### config.mk
export PLATFORM = sky130hd
export DESIGN_NAME = dshot_four_channel_frame_encoder_core_flat
export DESIGN_NICKNAME = d
export VERILOG_FILES = /design/src/hw/rtl/dsfe_pkg.sv /design/src/hw/rtl/dsfe_if.sv /design/src/hw/rtl/dsfe_lane.sv /design/src/hw/rtl/dsfe_merge.sv /design/src/hw/rtl/dsfe_top.sv /design/src/flat_wrapper.sv
export VERILOG_INCLUDE_DIRS = /design/src /design/src/hw/rtl
export SDC_FILE = /design/constraint.sdc
export NUM_CORES = 1
export LEC_CHECK = 0
export BUFFER_PORTS_ARGS = -buffer_cell sky130_fd_sc_hd__buf_4
export CAP_MARGIN = 10
export CORE_ASPECT_RATIO = 1.4
export CORE_MARGIN = 10
export CORE_UTILIZATION = 25
export CTS_CLUSTER_DIAMETER = 40
export CTS_CLUSTER_SIZE = 28
export DETAILED_ROUTE_END_ITERATION = 6
export GPL_TIMING_DRIVEN = 0
export SLEW_MARGIN = 25
export SYNTH_ARGS = -nofsm -noshare
export SYNTH_HDL_FRONTEND = slang
export SYNTH_HIERARCHICAL = 1
export SYNTH_SLANG_ARGS = --single-unit
### constraint.sdc
create_clock -name i_clk -period 2.7 [get_ports i_clk]
set_input_delay 0.54 -clock i_clk [delete_from_list [all_inputs] [get_ports i_clk]]
set_output_delay 0.54 -clock i_clk [all_outputs]
set_load 0.1 [all_outputs]
### src/hw/rtl/assert_macros.svh
// Assertion macros used by the top-level RTL file.
`ifndef ASSERT_MACROS_SVH
`define ASSERT_MACROS_SVH

// Same-cycle implication, disabled during reset.
`define ASSERT_NOW(label, clk, rst_n, ante, cons) \
    label: assert property (@(posedge clk) disable iff (!rst_n) (ante) |-> (cons)) \
        else $error("assertion failed");

// Next-cycle implication, disabled during reset.
`define ASSERT_NEXT(label, clk, rst_n, ante, cons) \
    label: assert property (@(posedge clk) disable iff (!rst_n) (ante) |=> (cons)) \
        else $error("assertion failed");

`endif

### src/hw/rtl/dsfe_pkg.sv
// Package: constants, register codes and shared types of the frame encoder.
package dsfe_pkg;

    localparam int CHANNELS    = 4;
    localparam int FRAME_SLOTS = 18;
    localparam int NUM_IN_CH   = 4;
    localparam int DATA_BITS   = 16;

    localparam int THR_W      = 11;
    localparam int PULSE_W    = 9;
    localparam int SLOT_NUM_W = 5;
    localparam int SLOT_W     = $clog2(FRAME_SLOTS);
    localparam int CFG_IDX_W  = 2;
    localparam int CFG_DATA_W = 11;
    localparam int NIB_W      = 4;

    localparam logic [PULSE_W-1:0] ZERO_W_RESET = 9'd105;
    localparam logic [PULSE_W-1:0] ONE_W_RESET  = 9'd210;
    localparam logic [THR_W-1:0]   OFFSET_RESET = 11'd48;
    localparam logic [THR_W-1:0]   MAX_CMD      = 11'h7FF;

    typedef enum logic [CFG_IDX_W-1:0] {
        REG_ZERO_W = 2'd0,
        REG_ONE_W  = 2'd1,
        REG_OFFSET = 2'd2
    } t_reg_idx;

    typedef struct packed {
        logic [PULSE_W-1:0] zero_w;
        logic [PULSE_W-1:0] one_w;
        logic [THR_W-1:0]   offset;
    } t_cfg;

    typedef struct packed {
        logic load;       // capture a new frame
        logic shift;      // move to the next bit
        logic data_slot;  // current slot carries a data bit
    } t_lane_ctl;

endpackage

### src/hw/rtl/dsfe_if.sv
// Valid/ready channel interfaces: request, slot word and configuration write.
interface dsfe_in_if;
    import dsfe_pkg::*;
    logic             valid;
    logic             ready;
    logic [THR_W-1:0] throttle_a;
    logic [THR_W-1:0] throttle_b;
    logic [THR_W-1:0] throttle_c;
    logic [THR_W-1:0] throttle_d;
    logic             armed;
    modport source (output valid, throttle_a, throttle_b, throttle_c, throttle_d, armed,
                    input ready);
    modport sink (input valid, throttle_a, throttle_b, throttle_c, throttle_d, armed,
                  output ready);
endinterface

interface dsfe_out_if;
    import dsfe_pkg::*;
    logic                  valid;
    logic                  ready;
    logic [PULSE_W-1:0]    pulse_a;
    logic [PULSE_W-1:0]    pulse_b;
    logic [PULSE_W-1:0]    pulse_c;
    logic [PULSE_W-1:0]    pulse_d;
    logic [SLOT_NUM_W-1:0] slot_number;
    logic                  last_slot;
    modport source (output valid, pulse_a, pulse_b, pulse_c, pulse_d, slot_number, last_slot,
                    input ready);
    modport sink (input valid, pulse_a, pulse_b, pulse_c, pulse_d, slot_number, last_slot,
                  output ready);
endinterface

interface dsfe_cfg_if;
    import dsfe_pkg::*;
    logic                  valid;
    logic                  ready;
    logic [CFG_IDX_W-1:0]  index;
    logic [CFG_DATA_W-1:0] data;
    modport source (output valid, index, data, input ready);
    modport sink (input valid, index, data, output ready);
endinterface

### src/hw/rtl/dsfe_lane.sv
// One channel lane: command value, checksum and the frame bit shifter.
module dsfe_lane (
    input  logic                          i_clk,
    input  logic [dsfe_pkg::THR_W-1:0]    i_throttle,
    input  logic                          i_armed,
    input  dsfe_pkg::t_cfg                i_cfg,
    input  dsfe_pkg::t_lane_ctl           i_ctl,
    output logic [dsfe_pkg::PULSE_W-1:0]  o_pulse
);
    import dsfe_pkg::*;

    logic [THR_W:0]         sum;
    logic [THR_W-1:0]       cmd;
    logic [THR_W:0]         cmd_sh;
    logic [NIB_W-1:0]       crc;
    logic [DATA_BITS-1:0]   n_frame;
    logic [DATA_BITS-1:0]   r_frame;

    always_comb begin
        sum = {1'b0, i_throttle} + {1'b0, i_cfg.offset};
        if (!i_armed) begin
            cmd = '0;
        end else if (sum[THR_W]) begin
            cmd = MAX_CMD;
        end else begin
            cmd = sum[THR_W-1:0];
        end
        cmd_sh  = {cmd, 1'b0};  // telemetry bit stays zero
        crc     = cmd_sh[3:0] ^ cmd_sh[7:4] ^ cmd_sh[11:8];
        n_frame = {cmd_sh, crc};
    end

    // payload register, no reset needed
    always_ff @(posedge i_clk) begin
        if (i_ctl.load) begin
            r_frame <= n_frame;
        end else if (i_ctl.shift) begin
            r_frame <= {r_frame[DATA_BITS-2:0], 1'b0};
        end
    end

    always_comb begin
        if (!i_ctl.data_slot) begin
            o_pulse = '0;
        end else if (r_frame[DATA_BITS-1]) begin
            o_pulse = i_cfg.one_w;
        end else begin
            o_pulse = i_cfg.zero_w;
        end
    end

endmodule

### src/hw/rtl/dsfe_merge.sv
// Merge stage: combines the lane pulses into one registered slot word.
module dsfe_merge (
    input  logic                            i_clk,
    input  logic                            i_rst_n,
    input  logic                            i_load,
    input  logic [dsfe_pkg::PULSE_W-1:0]    i_pulse [dsfe_pkg::NUM_IN_CH],
    input  logic [dsfe_pkg::SLOT_NUM_W-1:0] i_slot_number,
    input  logic                            i_last_slot,
    output logic                            o_can_load,
    dsfe_out_if.source                      o_slot
);
    import dsfe_pkg::*;

    logic                  r_valid;
    logic [PULSE_W-1:0]    r_pulse [NUM_IN_CH];
    logic [SLOT_NUM_W-1:0] r_slot_number;
    logic                  r_last_slot;

    assign o_can_load = !r_valid || o_slot.ready;

    always_ff @(posedge i_clk) begin
        if (!i_rst_n) begin
            r_valid <= 1'b0;
        end else if (o_can_load) begin
            r_valid <= i_load;
        end
    end

    always_ff @(posedge i_clk) begin
        if (o_can_load && i_load) begin
            r_pulse       <= i_pulse;
            r_slot_number <= i_slot_number;
            r_last_slot   <= i_last_slot;
        end
    end

    assign o_slot.valid       = r_valid;
    assign o_slot.pulse_a     = r_pulse[0];
    assign o_slot.pulse_b     = r_pulse[1];
    assign o_slot.pulse_c     = r_pulse[2];
    assign o_slot.pulse_d     = r_pulse[3];
    assign o_slot.slot_number = r_slot_number;
    assign o_slot.last_slot   = r_last_slot;

endmodule

### src/hw/rtl/dsfe_top.sv
// Top level: four-channel DShot600 frame encoder with slot sequencer.
//
// Usage:
//   i_req   request word: four 11-bit throttles plus the armed flag.
//   o_slot  slot word: four pulse high-times, slot number, last-slot flag.
//   i_cfg   register write: index 0 zero-bit width, 1 one-bit width,
//           2 throttle offset; index 3 is ignored. Always ready.
// Each request yields 18 slot words, frame MSB first: 16 data slots then
// two padding slots with zero pulses, the final one flagged last_slot.
// The request is registered in the lanes and the slot counter, and the first
// slot word then moves from there into the output register.
// Throughput: one slot word per cycle while the receiver does not stall, so
// one request per frame; the slot counter walks the frame one bit a cycle.
// A new request is taken in the same cycle the final slot of the previous
// frame moves into the output register, so frames run back to back.
// If the receiver stalls, the output register holds its word and the lanes
// and slot counter freeze; nothing is dropped.
// Reset (synchronous, active low) clears the sequencer and the output valid
// and restores the register defaults 105, 210 and 48.
module dshot_four_channel_frame_encoder_core (
    input  logic        i_clk,
    input  logic        i_rst_n,
    dsfe_in_if.sink     i_req,
    dsfe_out_if.source  o_slot,
    dsfe_cfg_if.sink    i_cfg
);
    import dsfe_pkg::*;
    `include "assert_macros.svh"

    localparam logic [SLOT_W-1:0] LAST_SLOT = SLOT_W'(FRAME_SLOTS - 1);
    localparam logic [SLOT_W-1:0] DATA_END  = SLOT_W'(DATA_BITS);

    // configuration registers
    t_cfg r_cfg;

    assign i_cfg.ready = 1'b1;

    always_ff @(posedge i_clk) begin
        if (!i_rst_n) begin
            r_cfg.zero_w <= ZERO_W_RESET;
            r_cfg.one_w  <= ONE_W_RESET;
            r_cfg.offset <= OFFSET_RESET;
        end else if (i_cfg.valid) begin
            unique case (i_cfg.index)
                REG_ZERO_W: r_cfg.zero_w <= i_cfg.data[PULSE_W-1:0];
                REG_ONE_W:  r_cfg.one_w  <= i_cfg.data[PULSE_W-1:0];
                REG_OFFSET: r_cfg.offset <= i_cfg.data[THR_W-1:0];
                default:    ;
            endcase
        end
    end

    // slot sequencer
    logic              r_busy;
    logic [SLOT_W-1:0] r_slot;
    logic              can_load;
    logic              advance;
    logic              at_last;
    logic              accept;
    t_lane_ctl         lane_ctl;

    assign at_last     = (r_slot == LAST_SLOT);
    assign advance     = r_busy && can_load;
    // next frame may load while the final slot leaves
    assign i_req.ready = !r_busy || (advance && at_last);
    assign accept      = i_req.valid && i_req.ready;

    assign lane_ctl.load      = accept;
    assign lane_ctl.shift     = advance;
    assign lane_ctl.data_slot = (r_slot < DATA_END);

    always_ff @(posedge i_clk) begin
        if (!i_rst_n) begin
            r_busy <= 1'b0;
            r_slot <= '0;
        end else if (accept) begin
            r_busy <= 1'b1;
            r_slot <= '0;
        end else if (advance) begin
            if (at_last) begin
                r_busy <= 1'b0;
                r_slot <= '0;
            end else begin
                r_slot <= r_slot + 1'b1;
            end
        end
    end

    // lanes
    logic [THR_W-1:0]   thr   [NUM_IN_CH];
    logic [PULSE_W-1:0] pulse [NUM_IN_CH];

    assign thr[0] = i_req.throttle_a;
    assign thr[1] = i_req.throttle_b;
    assign thr[2] = i_req.throttle_c;
    assign thr[3] = i_req.throttle_d;

    for (genvar ch = 0; ch < NUM_IN_CH; ch++) begin : g_lane
        if (ch < CHANNELS) begin : g_used
            dsfe_lane u_lane (
                .i_clk      (i_clk),
                .i_throttle (thr[ch]),
                .i_armed    (i_req.armed),
                .i_cfg      (r_cfg),
                .i_ctl      (lane_ctl),
                .o_pulse    (pulse[ch])
            );
        end else begin : g_unused
            assign pulse[ch] = '0;
        end
    end

    // merge and output register
    dsfe_merge u_merge (
        .i_clk         (i_clk),
        .i_rst_n       (i_rst_n),
        .i_load        (advance),
        .i_pulse       (pulse),
        .i_slot_number (SLOT_NUM_W'(r_slot)),
        .i_last_slot   (at_last),
        .o_can_load    (can_load),
        .o_slot        (o_slot)
    );

    // checks
    `ASSERT_NOW(a_last_is_final, i_clk, i_rst_n,
        o_slot.valid && o_slot.last_slot,
        o_slot.slot_number == SLOT_NUM_W'(FRAME_SLOTS - 1))
    `ASSERT_NOW(a_pad_zero, i_clk, i_rst_n,
        o_slot.valid && (o_slot.slot_number >= SLOT_NUM_W'(DATA_BITS)),
        o_slot.pulse_a == '0 && o_slot.pulse_b == '0 &&
        o_slot.pulse_c == '0 && o_slot.pulse_d == '0)
    `ASSERT_NEXT(a_slot_step, i_clk, i_rst_n,
        advance && !at_last && !accept,
        r_busy && r_slot == $past(r_slot) + 1'b1)
    `ASSERT_NEXT(a_frame_start, i_clk, i_rst_n,
        accept,
        r_busy && r_slot == '0)

endmodule
### src/flat_wrapper.sv
// flat-port wrapper written by rule: the top's interface ports become plain ports
module dshot_four_channel_frame_encoder_core_flat import dsfe_pkg::*;
  (i_clk, i_rst_n, i_req_valid, i_req_throttle_a, i_req_throttle_b, i_req_throttle_c, i_req_throttle_d, i_req_armed, i_req_ready, o_slot_valid, o_slot_pulse_a, o_slot_pulse_b, o_slot_pulse_c, o_slot_pulse_d, o_slot_slot_number, o_slot_last_slot, o_slot_ready, i_cfg_valid, i_cfg_index, i_cfg_data, i_cfg_ready);
  dsfe_in_if i_req_i ();
  dsfe_out_if o_slot_i ();
  dsfe_cfg_if i_cfg_i ();
  input  logic i_clk;
  input  logic i_rst_n;
  input wire logic [$bits(i_req_i.valid)-1:0] i_req_valid;
  input wire logic [$bits(i_req_i.throttle_a)-1:0] i_req_throttle_a;
  input wire logic [$bits(i_req_i.throttle_b)-1:0] i_req_throttle_b;
  input wire logic [$bits(i_req_i.throttle_c)-1:0] i_req_throttle_c;
  input wire logic [$bits(i_req_i.throttle_d)-1:0] i_req_throttle_d;
  input wire logic [$bits(i_req_i.armed)-1:0] i_req_armed;
  output wire logic [$bits(i_req_i.ready)-1:0] i_req_ready;
  output wire logic [$bits(o_slot_i.valid)-1:0] o_slot_valid;
  output wire logic [$bits(o_slot_i.pulse_a)-1:0] o_slot_pulse_a;
  output wire logic [$bits(o_slot_i.pulse_b)-1:0] o_slot_pulse_b;
  output wire logic [$bits(o_slot_i.pulse_c)-1:0] o_slot_pulse_c;
  output wire logic [$bits(o_slot_i.pulse_d)-1:0] o_slot_pulse_d;
  output wire logic [$bits(o_slot_i.slot_number)-1:0] o_slot_slot_number;
  output wire logic [$bits(o_slot_i.last_slot)-1:0] o_slot_last_slot;
  input wire logic [$bits(o_slot_i.ready)-1:0] o_slot_ready;
  input wire logic [$bits(i_cfg_i.valid)-1:0] i_cfg_valid;
  input wire logic [$bits(i_cfg_i.index)-1:0] i_cfg_index;
  input wire logic [$bits(i_cfg_i.data)-1:0] i_cfg_data;
  output wire logic [$bits(i_cfg_i.ready)-1:0] i_cfg_ready;
  assign i_req_i.valid = i_req_valid;
  assign i_req_i.throttle_a = i_req_throttle_a;
  assign i_req_i.throttle_b = i_req_throttle_b;
  assign i_req_i.throttle_c = i_req_throttle_c;
  assign i_req_i.throttle_d = i_req_throttle_d;
  assign i_req_i.armed = i_req_armed;
  assign i_req_ready = i_req_i.ready;
  assign o_slot_valid = o_slot_i.valid;
  assign o_slot_pulse_a = o_slot_i.pulse_a;
  assign o_slot_pulse_b = o_slot_i.pulse_b;
  assign o_slot_pulse_c = o_slot_i.pulse_c;
  assign o_slot_pulse_d = o_slot_i.pulse_d;
  assign o_slot_slot_number = o_slot_i.slot_number;
  assign o_slot_last_slot = o_slot_i.last_slot;
  assign o_slot_i.ready = o_slot_ready;
  assign i_cfg_i.valid = i_cfg_valid;
  assign i_cfg_i.index = i_cfg_index;
  assign i_cfg_i.data = i_cfg_data;
  assign i_cfg_ready = i_cfg_i.ready;
  dshot_four_channel_frame_encoder_core u_core (.i_clk(i_clk), .i_rst_n(i_rst_n), .i_req(i_req_i), .o_slot(o_slot_i), .i_cfg(i_cfg_i));
endmodule
==> qor.yml <==
outcome: "finished, final reports clean"
wl_per_cell_um: 16.1
p_clk_frac: 0.337
nets: 1173
cts_buffers: 17
rsz0062_at_grt: "false"
synthFlopType: "edfxtp_1"
syn_nets: 1044
setup_viol: 0
grt_pass1_wl_um: 38400
place_area_mm2: 0.0105
hold_start: "i_req_valid"
required_ns: 2.98
start_kind: "flop"
setup_tns_ns: 0
grt_max_degree: 43
finalMaxSlewViolations: 0
instances_no_fill: 1535
ant_nets: 0
period_minus_slack_ns: 2.62
synth_top_area_cell: "edfxtp_1"
fin_area_mm2: 0.0112
cp-end-kind: "flop"
htree_levels: 4
grt.met3_usage: 0.0241
grt-ovfl-total: 0
viasPerCell: 4.79
fmax_mhz: 381
num_vias: 7352
dp_cells: 1499
hold_viol: 0
diodes: 0
grt-busiest-layer: "met2"
die-area_mm2: 0.0448
crit_fanout: 5
rows: 82
p_int_mw: 4.43
fill_cells: 3728
cts_tree: "built"
drc_errors: 0
fin_crit_sh: 0.972
ys_types: 75
reg2reg_from: "u_core/r_cfg[0]"
arrival_ns: 2.91
die_x_um: 182
slew_headroom: 0.439
async_flop_share: 0
worstSetupStartpoint: "u_core/r_cfg[0]"
die_h_um: 247
finalPower_mw: 6.48
seq_power_share: 0.411
syn_area_mm2: 0.00916
synth_warnings: 6
wl_um: 24700
first_pass_iters: 5
worstSkewPairLatency_ns: 0.43
whs_ns: 0.357
avgSynthCellArea_um2: 9.84
maxCapViolCount: 0
grt_util_met1: 0.135
drive_above_1_share: 0.206
cts_max_path_buffers: 2
gr-usage-met2: 0.175
setup_ws_ns: 0.0767
num_io_pins: 108
power.leakage_nw: 4.42
worstSetupPathType: "reg2reg"
cts_hold_buf: 0
syn_inst: 931
routabilityCongestion: 0.818
comb_power_share: 0.252
hpwlAfterDp_um: 19000
dp_slack_ns: -0.303
area_growth_pct: 22.1
ys_seq_area_frac: 0.422
core_mm2: 0.0360
finish.utilization: 0.311
hp-class: "in2reg"
grt_usage: 0.107
synth_top_area_frac: 0.334
p_sw_mw: 2.05
worst_clock_skew_ns: 0.0233
swShare: 0.316
antenna_found_initial: 0
peakVddDrop_mv: 0.539
synth_area_leaders: "edfxtp_1 (33%), dfxtp_1 (8.7%), ha_1 (6.3%)"
cts_root_buffer: "clkbuf_16"
p_per_area_mw_per_mm2: 579
io_buffers: 106
cts_sinks: 142
initial_core_util: 0.254
ys_ff_latch: 142
tightestPinTransition_ns: 0.841
drtIter0Drc: 463
grt_pass1_vias: 7099
clk_pin_slew_ns: 0.06
synth-edff-count: 102
worst max-delay path, cell delays in order (launching register included):
cell and delay (ns):
dfxtp_4 0.40, ha_2 0.22, fa_1 0.40, a21o_1 0.23, a2111oi_4 0.48, o31ai_2 0.11, xor2_1 0.18, or3_1 0.37
nand3_1 0.09
worst paths after layout:
check | cells past startpoint | slack [ns] | end
hold / removal | 2 | 0.36 | u_core/r_slot[1]
setup / recovery | 8 | 0.08 | u_core/g_lane[0].g_used.u_lane/r_frame[3]
hold reg to reg | 2 | 0.48 | u_core/g_lane[0].g_used.u_lane/r_frame[4]
setup reg to reg | 8 | 0.08 | u_core/g_lane[0].g_used.u_lane/r_frame[3]
cells by family (layout without fill, tap and decap cells):
kind of cell | count (synthesis) | count (layout) | synth area share
adders and majority gates | 50 | 50 | 0.0716
and+or+nand+nor | 377 | 377 | 0.212
xor gates and xnor gates | 50 | 50 | 0.0557
other | 1 | 1 | 0.000409
DFF | 142 | 142 | 0.422
AOI/OAI and AO/OA | 208 | 208 | 0.160
buffers and inverters | 59 | 201 | 0.0303
muxes | 44 | 44 | 0.0483
power by group through the flow:
stage / combinational [mW] / clock [mW] / sequential, mW
3_5_place_dp: 1.62 / 0 / 2.71
5_1_grt: 1.77 / 2.33 / 2.69
2_1_floorplan: 0.888 / 0 / 3.01
6_report: 1.63 / 2.18 / 2.66
4_1_cts: 1.62 / 2.24 / 2.67
3_3_place_gp: 1.60 / 0 / 2.71
final cells by class:
| cell class | instances | area, um^2 | area share |
|---|---|---|---|
| clock buffer | 23 | 493 | 0.0441 |
| multi-input combinational | 730 | 5070 | 0.453 |
| tap | 462 | 578 | 0.0517 |
| timing repair buffer | 111 | 833 | 0.0745 |
| inverter | 15 | 56.3 | 0.00503 |
| clock inverter | 9 | 57.6 | 0.00515 |
| sequential | 142 | 3880 | 0.347 |
| buffer | 43 | 220 | 0.0197 |
timing repair:
item | in CTS | in global routing
pin swaps | 1 | 5
buffers inserted | 1 | 4
resized for setup | 4 | 18
endpoints found under the hold margin | 0 | 0
setup endpoints to repair | 29 | 27
routing by layer:
layer  up-vias  routed length, um  part of all wire
met1      3510              11400              0.46
met4         0                348             0.014
li1       3641                  -                 -
met2       188              11500              0.46
met5         -                  0                 0
met3        13               1500             0.061
sequential cells by signal (all words and copies together), names as in the netlist:
signal / count
u_core/r_slot: 5
u_core/u_merge/o_slot.valid: 1
u_core/r_busy: 1
u_core/g_lane.g_used.u_lane/r_frame: 64
u_core/r_cfg: 29
u_core/u_merge/o_slot.pulse_b: 9
u_core/u_merge/o_slot.pulse_a: 9
u_core/u_merge/o_slot.pulse_c: 9
u_core/u_merge/o_slot.last_slot: 1
u_core/u_merge/o_slot.slot_number: 5
u_core/u_merge/o_slot.pulse_d: 9
layout by cell type, fill, tap and decap left out, types with 5 or more instances in the layout:
| master | Yosys | layout |
|---|---|---|
| a211oi_1 | 10 | 10 |
| a21boi_0 | 22 | 22 |
| a21o_1 | 8 | 8 |
| a21oi_1 | 35 | 35 |
| a22oi_1 | 7 | 7 |
| and3b_1 | 6 | 6 |
| buf_2 | 12 | 12 |
| buf_4 | 3 | 114 |
| clkbuf_1 | 23 | 24 |
| clkbuf_16 | 0 | 18 |
| dfxtp_1 | 40 | 34 |
| edfxtp_1 | 102 | 102 |
| ha_1 | 46 | 44 |
| inv_1 | 14 | 14 |
| mux2i_1 | 42 | 42 |
| nand2_1 | 153 | 153 |
| nand3_1 | 34 | 34 |
| nand3b_1 | 8 | 8 |
| nor2_1 | 50 | 50 |
| nor2b_1 | 46 | 46 |
| nor3_1 | 10 | 10 |
| nor3b_1 | 10 | 10 |
| nor4_1 | 6 | 6 |
| o211ai_1 | 14 | 14 |
| o21a_1 | 5 | 5 |
| o21ai_0 | 45 | 43 |
| o21ai_1 | 21 | 22 |
| or2_2 | 6 | 6 |
| or3_1 | 6 | 6 |
| xnor2_1 | 32 | 30 |
| xor2_1 | 10 | 10 |
| xor2_2 | 6 | 6 |
synth_stat cells (10+ instances only):
cell,count
buf_2,12
a21oi_1,35
nor2_1,50
o211ai_1,14
xor2_1,10
o21ai_0,45
dfxtp_1,40
a21boi_0,22
nand2_1,153
nor3b_1,10
nor3_1,10
mux2i_1,42
nor2b_1,46
ha_1,46
nand3_1,34
a211oi_1,10
inv_1,14
clkbuf_1,23
o21ai_1,21
xnor2_1,32
edfxtp_1,102
Note: power is estimated with default switching activity, not from simulation.
